### src/hw/rtl/dib_pkg.sv
// shared types and constants for the deferred invalidation batcher
// no dependencies; used by every module under hw/rtl except dib_ram

package dib_pkg;

    // number of batched page entries
    localparam int SLOTS = 32;
    // slot index and fill count widths
    localparam int IDX_W = (SLOTS > 1) ? $clog2(SLOTS) : 1;
    localparam int CNT_W = $clog2(SLOTS + 1);

    localparam int ADDR_W  = 64;
    localparam int ENTRY_W = 2 * ADDR_W;

    // request opcodes (code 3 means nothing and is ignored)
    typedef logic [1:0] t_op;
    localparam t_op OP_PAGE  = 2'd0;
    localparam t_op OP_ALL   = 2'd1;
    localparam t_op OP_DRAIN = 2'd2;

    // kind of an emitted invalidation
    localparam logic KIND_PAGE = 1'b0;
    localparam logic KIND_ALL  = 1'b1;

    // controller to datapath
    typedef struct packed {
        logic apply;       // apply a page or flush-all request
        logic rd_first;    // read slot 0
        logic rd_next;     // read the slot after the one held
        logic load_entry;  // move the read slot into the output word
        logic load_flush;  // put a flush-all word in the output register
        logic clear_batch; // empty the batcher
    } t_cmd;

    // datapath to controller
    typedef struct packed {
        logic pending;   // full flush owed
        logic empty;     // no stored entries
        logic out_free;  // output register can take a word this cycle
        logic at_last;   // held slot is the final stored entry
    } t_status;

endpackage

### src/hw/rtl/dib_ctrl.sv
// controller: accepts requests and sequences a drain through the datapath
// depends on dib_pkg

module dib_ctrl (
    input  logic               i_clk,
    input  logic               i_rst_n,
    input  logic               i_in_valid,
    output logic               o_in_ready,
    input  dib_pkg::t_op       i_in_op,
    input  dib_pkg::t_status   i_status,
    output dib_pkg::t_cmd      o_cmd
);

    typedef enum logic [1:0] {
        ST_IDLE,
        ST_FLUSH,
        ST_EMIT
    } t_state;

    t_state r_state;
    t_state n_state;

    assign o_in_ready = (r_state == ST_IDLE);

    always_comb begin
        o_cmd   = '0;
        n_state = r_state;
        unique case (r_state)
            ST_IDLE: begin
                if (i_in_valid) begin
                    if (i_in_op == dib_pkg::OP_DRAIN) begin
                        if (i_status.pending) begin
                            n_state = ST_FLUSH;
                        end else if (!i_status.empty) begin
                            o_cmd.rd_first = 1'b1;
                            n_state        = ST_EMIT;
                        end
                    end else begin
                        o_cmd.apply = 1'b1;
                    end
                end
            end
            ST_FLUSH: begin
                if (i_status.out_free) begin
                    o_cmd.load_flush  = 1'b1;
                    o_cmd.clear_batch = 1'b1;
                    n_state           = ST_IDLE;
                end
            end
            ST_EMIT: begin
                if (i_status.out_free) begin
                    o_cmd.load_entry = 1'b1;
                    if (i_status.at_last) begin
                        o_cmd.clear_batch = 1'b1;
                        n_state           = ST_IDLE;
                    end else begin
                        o_cmd.rd_next = 1'b1;
                    end
                end
            end
            default: begin
                n_state = ST_IDLE;
            end
        endcase
    end

    always_ff @(posedge i_clk) begin
        if (!i_rst_n) begin
            r_state <= ST_IDLE;
        end else begin
            r_state <= n_state;
        end
    end

    a_emit_nonempty: assert property (@(posedge i_clk) disable iff (!i_rst_n)
        (r_state == ST_EMIT) |-> !i_status.empty)
        else $error("draining entries from an empty list");

    a_one_load: assert property (@(posedge i_clk) disable iff (!i_rst_n)
        !(o_cmd.load_entry && o_cmd.load_flush))
        else $error("two output loads in one cycle");

endmodule
### config.mk
export PLATFORM = sky130hd
export DESIGN_NAME = dib_ctrl
export DESIGN_NICKNAME = d
export VERILOG_FILES = /design/src/hw/rtl/dib_pkg.sv /design/src/hw/rtl/dib_ctrl.sv
export SDC_FILE = /design/constraint.sdc
export NUM_CORES = 1
export LEC_CHECK = 0
export BUFFER_PORTS_ARGS = -buffer_cell sky130_fd_sc_hd__buf_4
export CAP_MARGIN = 30
export CORE_AREA = 5 5 42 44
export DETAILED_ROUTE_END_ITERATION = 7
export DIE_AREA = 0 0 47 49
export PLACE_DENSITY_LB_ADDON = 0.3
export SKIP_LAST_GASP = 1
export SLEW_MARGIN = 20
export SYNTH_ARGS = -nofsm -noshare
export SYNTH_HDL_FRONTEND = slang
export SYNTH_SLANG_ARGS = --single-unit
### constraint.sdc
create_clock -name i_clk -period 1.45 [get_ports i_clk]
set_clock_uncertainty 0.15 [all_clocks]
set_input_delay 0.2175 -clock i_clk [delete_from_list [all_inputs] [get_ports i_clk]]
set_output_delay 0.2175 -clock i_clk [all_outputs]
set_load 0.02 [all_outputs]
[Yosys cells after proc, flatten, opt, wreduce, memory -nomap -nowiden]
Index checks and enable logic that the tools add are counted.
W data, S select, Z words.
Word-level totals
  output and inout bits: 7
  bits in registers: 2
Operators by class
  reduce and logical (&&, ||, !) cells: 2
  multiplexer cells: 22
  equal/unequal tests: 9
Operator list (count)
  $mux W2: 12
  $mux W1: 8
  $ne A2 B2 Y1 const B: 4
  $pmux W2 S3: 1
  $reduce_and A6 Y1: 1
  $eq A2 B2 Y1 const B: 2
  $ne A3 B2 Y1 const B: 1
  $eq A2 B1 Y1 const B: 1
  $logic_not A2 Y1: 1
  $ne A2 B1 Y1 const B: 1
  $pmux W1 S2: 1

[Longest topological paths before layout]
  word-level depth: 5
  gate-level depth with buffers: 6
  mapped depth without buffers: 6

[Worst setup path before layout]
Ideal clock, no wire load.
  kind: reg-to-output
  start point: register r_state[0]
  end point: output port o_cmd[4] (netlist name)
  path slack: -293 ps
  required time: 1082 ps
  arrival: 1376 ps
  stages on the path, launching flop included: 5
  buffers on the path: 0
  cell sequence: dfxtp_1 inv_1 ha_1 nand2b_1 nor4_1
RTL lines
  start: declaration: RTL line dib_ctrl.sv:20  | t_state r_state;
  start signal: assignment: RTL line dib_ctrl.sv:71  | r_state <= n_state;
  end: declaration: RTL line dib_ctrl.sv:11  | output dib_pkg::t_cmd o_cmd

==> impl_metrics.yaml <==
routing:
  wl_per_cell_um: 10.1
  vias: 311
  drcViolationCount: 0
  dr.pass1.iters: 2
  via_per_inst: 4.15
  dr.first_iter.drc_count: 2
  ant_nets: 0
  wirelength_um: 757
worst_setup_path:
  cp.required_ps: 1080
  worstSetupPathType: "reg -> out"
  startpoint_type: "flip-flop"
  cp.arrival_ps: 1260
  endpoint_kind: "output port"
  worstPathMaxFanout: 4
  r2r_setup_slack_ps: -80
synthesis:
  synth_warnings: 0
  synth_nets: 45
  synth_commonest_cells: "5 x ha_1, 3 x and2_1, 3 x inv_1"
  async_reset_ff_share_pct: 0
  synth_ff_type: "dfxtp_1"
  synth.most_common_cell: "ha_1"
  postSynthCellCount: 31
  synth_edf_count: 0
  synth_top_area_cell: "ha_1"
  synth_top_cell_area_share_pct: 23.3
  synth_area_um2: 269
  yosysSeqAreaShare_pct: 14.9
  synthTopCellsByArea: "ha_1 23%, dfxtp_1 15%, mux2i_1 7.4%, and2_1 7.0%, nand2b_4 5.1%"
  syn_avg_cell_area_um2: 8.68
  netlist-cell-type-count: 20
  ys_ff_latch: 2
global_route:
  track_usage_pct: 7.44
  grt_pass1_vias: 288
  grt_max_degree: 6
  grt_pass1_wl_um: 1190
  antenna_found_initial: 0
  overflow: 0
place:
  gp_congestion: 0.688
  place_inst: 68
  dpl.hpwl_um: 542
  portBuffers: 15
  post-place-ws_ps: -68.8
layout:
  drive_above_1_share_pct: 81.4
  area_delta_synth_final_pct: 133
  top_regs: "r_state x2"
  num_antenna_cells: 0
  fin_cells: 75
  fillCellCount: 153
  layout.nets: 75
  largest_reg_flops: 2
  regMostFlops: "r_state"
floorplanning:
  pin_count: 16
  core_area_mm2: 0.00140
  num_rows: 14
  die_y_um: 49
  initial_core_util_pct: 19.2
  die_area_mm2: 0.00230
  die_w_um: 47
run_status:
  violations: "setup timing"
  run_status: "finished with violations"
clock_network:
  cts.sinks: 2
  cts_root_buf: "clkbuf_4"
  clkTransAtPathRegs_ps: 30
  insertion_delay_ps: 230
  cts_tree: "built"
  cts_max_level: 1
  cts_max_path_buffers: 2
  cts_buffers: 3
timing:
  fin_crit_ps: 1630
  tightestPinTransition_ps: 214
  finalCritPeriodShare_pct: 112
  relSlewSlack_pct: 85.7
  drv_slew: 0
  fmax_mhz: 613
  worst_slack_ps: -181
  rsz0062_at_grt: "yes"
  timing_hold_violations_final: 0
  final-setup-viol-count: 9
pwr:
  p_per_area_mw_per_mm2: 626
  vdd_ir_drop_max_v: 0.000268
  p_leak_nw: 0.286
  p_total_mw: 0.392
flow_run:
  drv_cap: 0
min_path:
  hold_path.class: "in -> reg"
-- final timing paths --
| path | from | to | cells after the start |
|---|---|---|---|
| setup / recovery | r_state[0]$_SDFFE_PN0P_ | o_cmd[0] | 5 |
| hold / removal | i_rst_n | r_state[0]$_SDFFE_PN0P_ | 3 |
| setup reg to reg | r_state[1]$_SDFFE_PN0P_ | r_state[1]$_SDFFE_PN0P_ | 7 |
| hold reg to reg | r_state[0]$_SDFFE_PN0P_ | r_state[0]$_SDFFE_PN0P_ | 2 |
-- worst max-delay path: stages, from the launching register on --
cell and delay, ps:
dfxtp_4 360, inv_6 50, ha_4 160, and3_4 140
o21a_2 210, buf_6 120
-- timing repair --
item | CTS | global route
hold buffers | 0 | 0
gates resized for setup | 27 | 4
setup buffers | 2 | 2
pin swaps | 8 | 2
endpoints found under the setup margin | 9 | 9
gates cloned | 0 | 0
-- final cells by class --
cell class / count / area, um2 / share of cell area, %
Multi-Input combinational cell: 26 / 295 / 47.2
Timing Repair Buffer: 25 / 221 / 35.4
Sequential cell: 2 / 47.5 / 7.60
Clock buffer: 3 / 22.5 / 3.60
Tap cell: 16 / 20.0 / 3.20
Inverter: 3 / 18.8 / 3.00
-- power breakdown --
| part | leakage [nW] | switching, mW | total, mW | internal [mW] |
|---|---|---|---|---|
| Clock | 0.0138 | 0.0327 | 0.124 | 0.0913 |
| Combinational | 0.255 | 0.0820 | 0.201 | 0.119 |
| Sequential | 0.0178 | 0.00709 | 0.0662 | 0.0592 |
| Total | 0.286 | 0.122 | 0.392 | 0.270 |
-- through the flow --
| step | TNS (ps) | cell area (um2) | util [%] | hold slack, ps |
|---|---|---|---|---|
| 2_1_floorplan | 0 | 287 | - | 217 |
| 3_3_place_gp | -163 | 464 | 33.1 | 319 |
| 3_5_place_dp | -225 | 464 | 33.1 | 327 |
| 4_1_cts | -965 | 599 | 42.8 | 110 |
| 5_1_grt | -1330 | 626 | 44.6 | 127 |
| 6_report | -874 | 626 | 44.6 | 120 |
-- per-layer routing --
layer,vias to the layer above,GRT usage [%],part of all wire [%]
met4,0,6.91,3.8
li1,163,-,-
met2,13,10.2,46
met5,-,0,0
met3,3,1.11,8.1
met1,132,9.37,42
-- kinds of logic after synthesis --
group | after synthesis | share of synthesized area [%]
DFF | 2 | 14.9
muxes | 2 | 7.44
buffers and inverters | 3 | 4.19
and+or+nand+nor | 15 | 36.3
AOI/OAI and AO/OA | 4 | 14.0
adders and majority gates | 5 | 23.3
-- cells in the final DEF (no fill, tap or decap), types with 2 or more instances in the layout --
master	instances
buf_4	16
mux2i_1	2
clkbuf_4	3
dfxtp_4	2
buf_6	9
ha_4	3
and2_4	3
and3_4	2
nand2_1	2
Power figures use the tool's default switching activity.
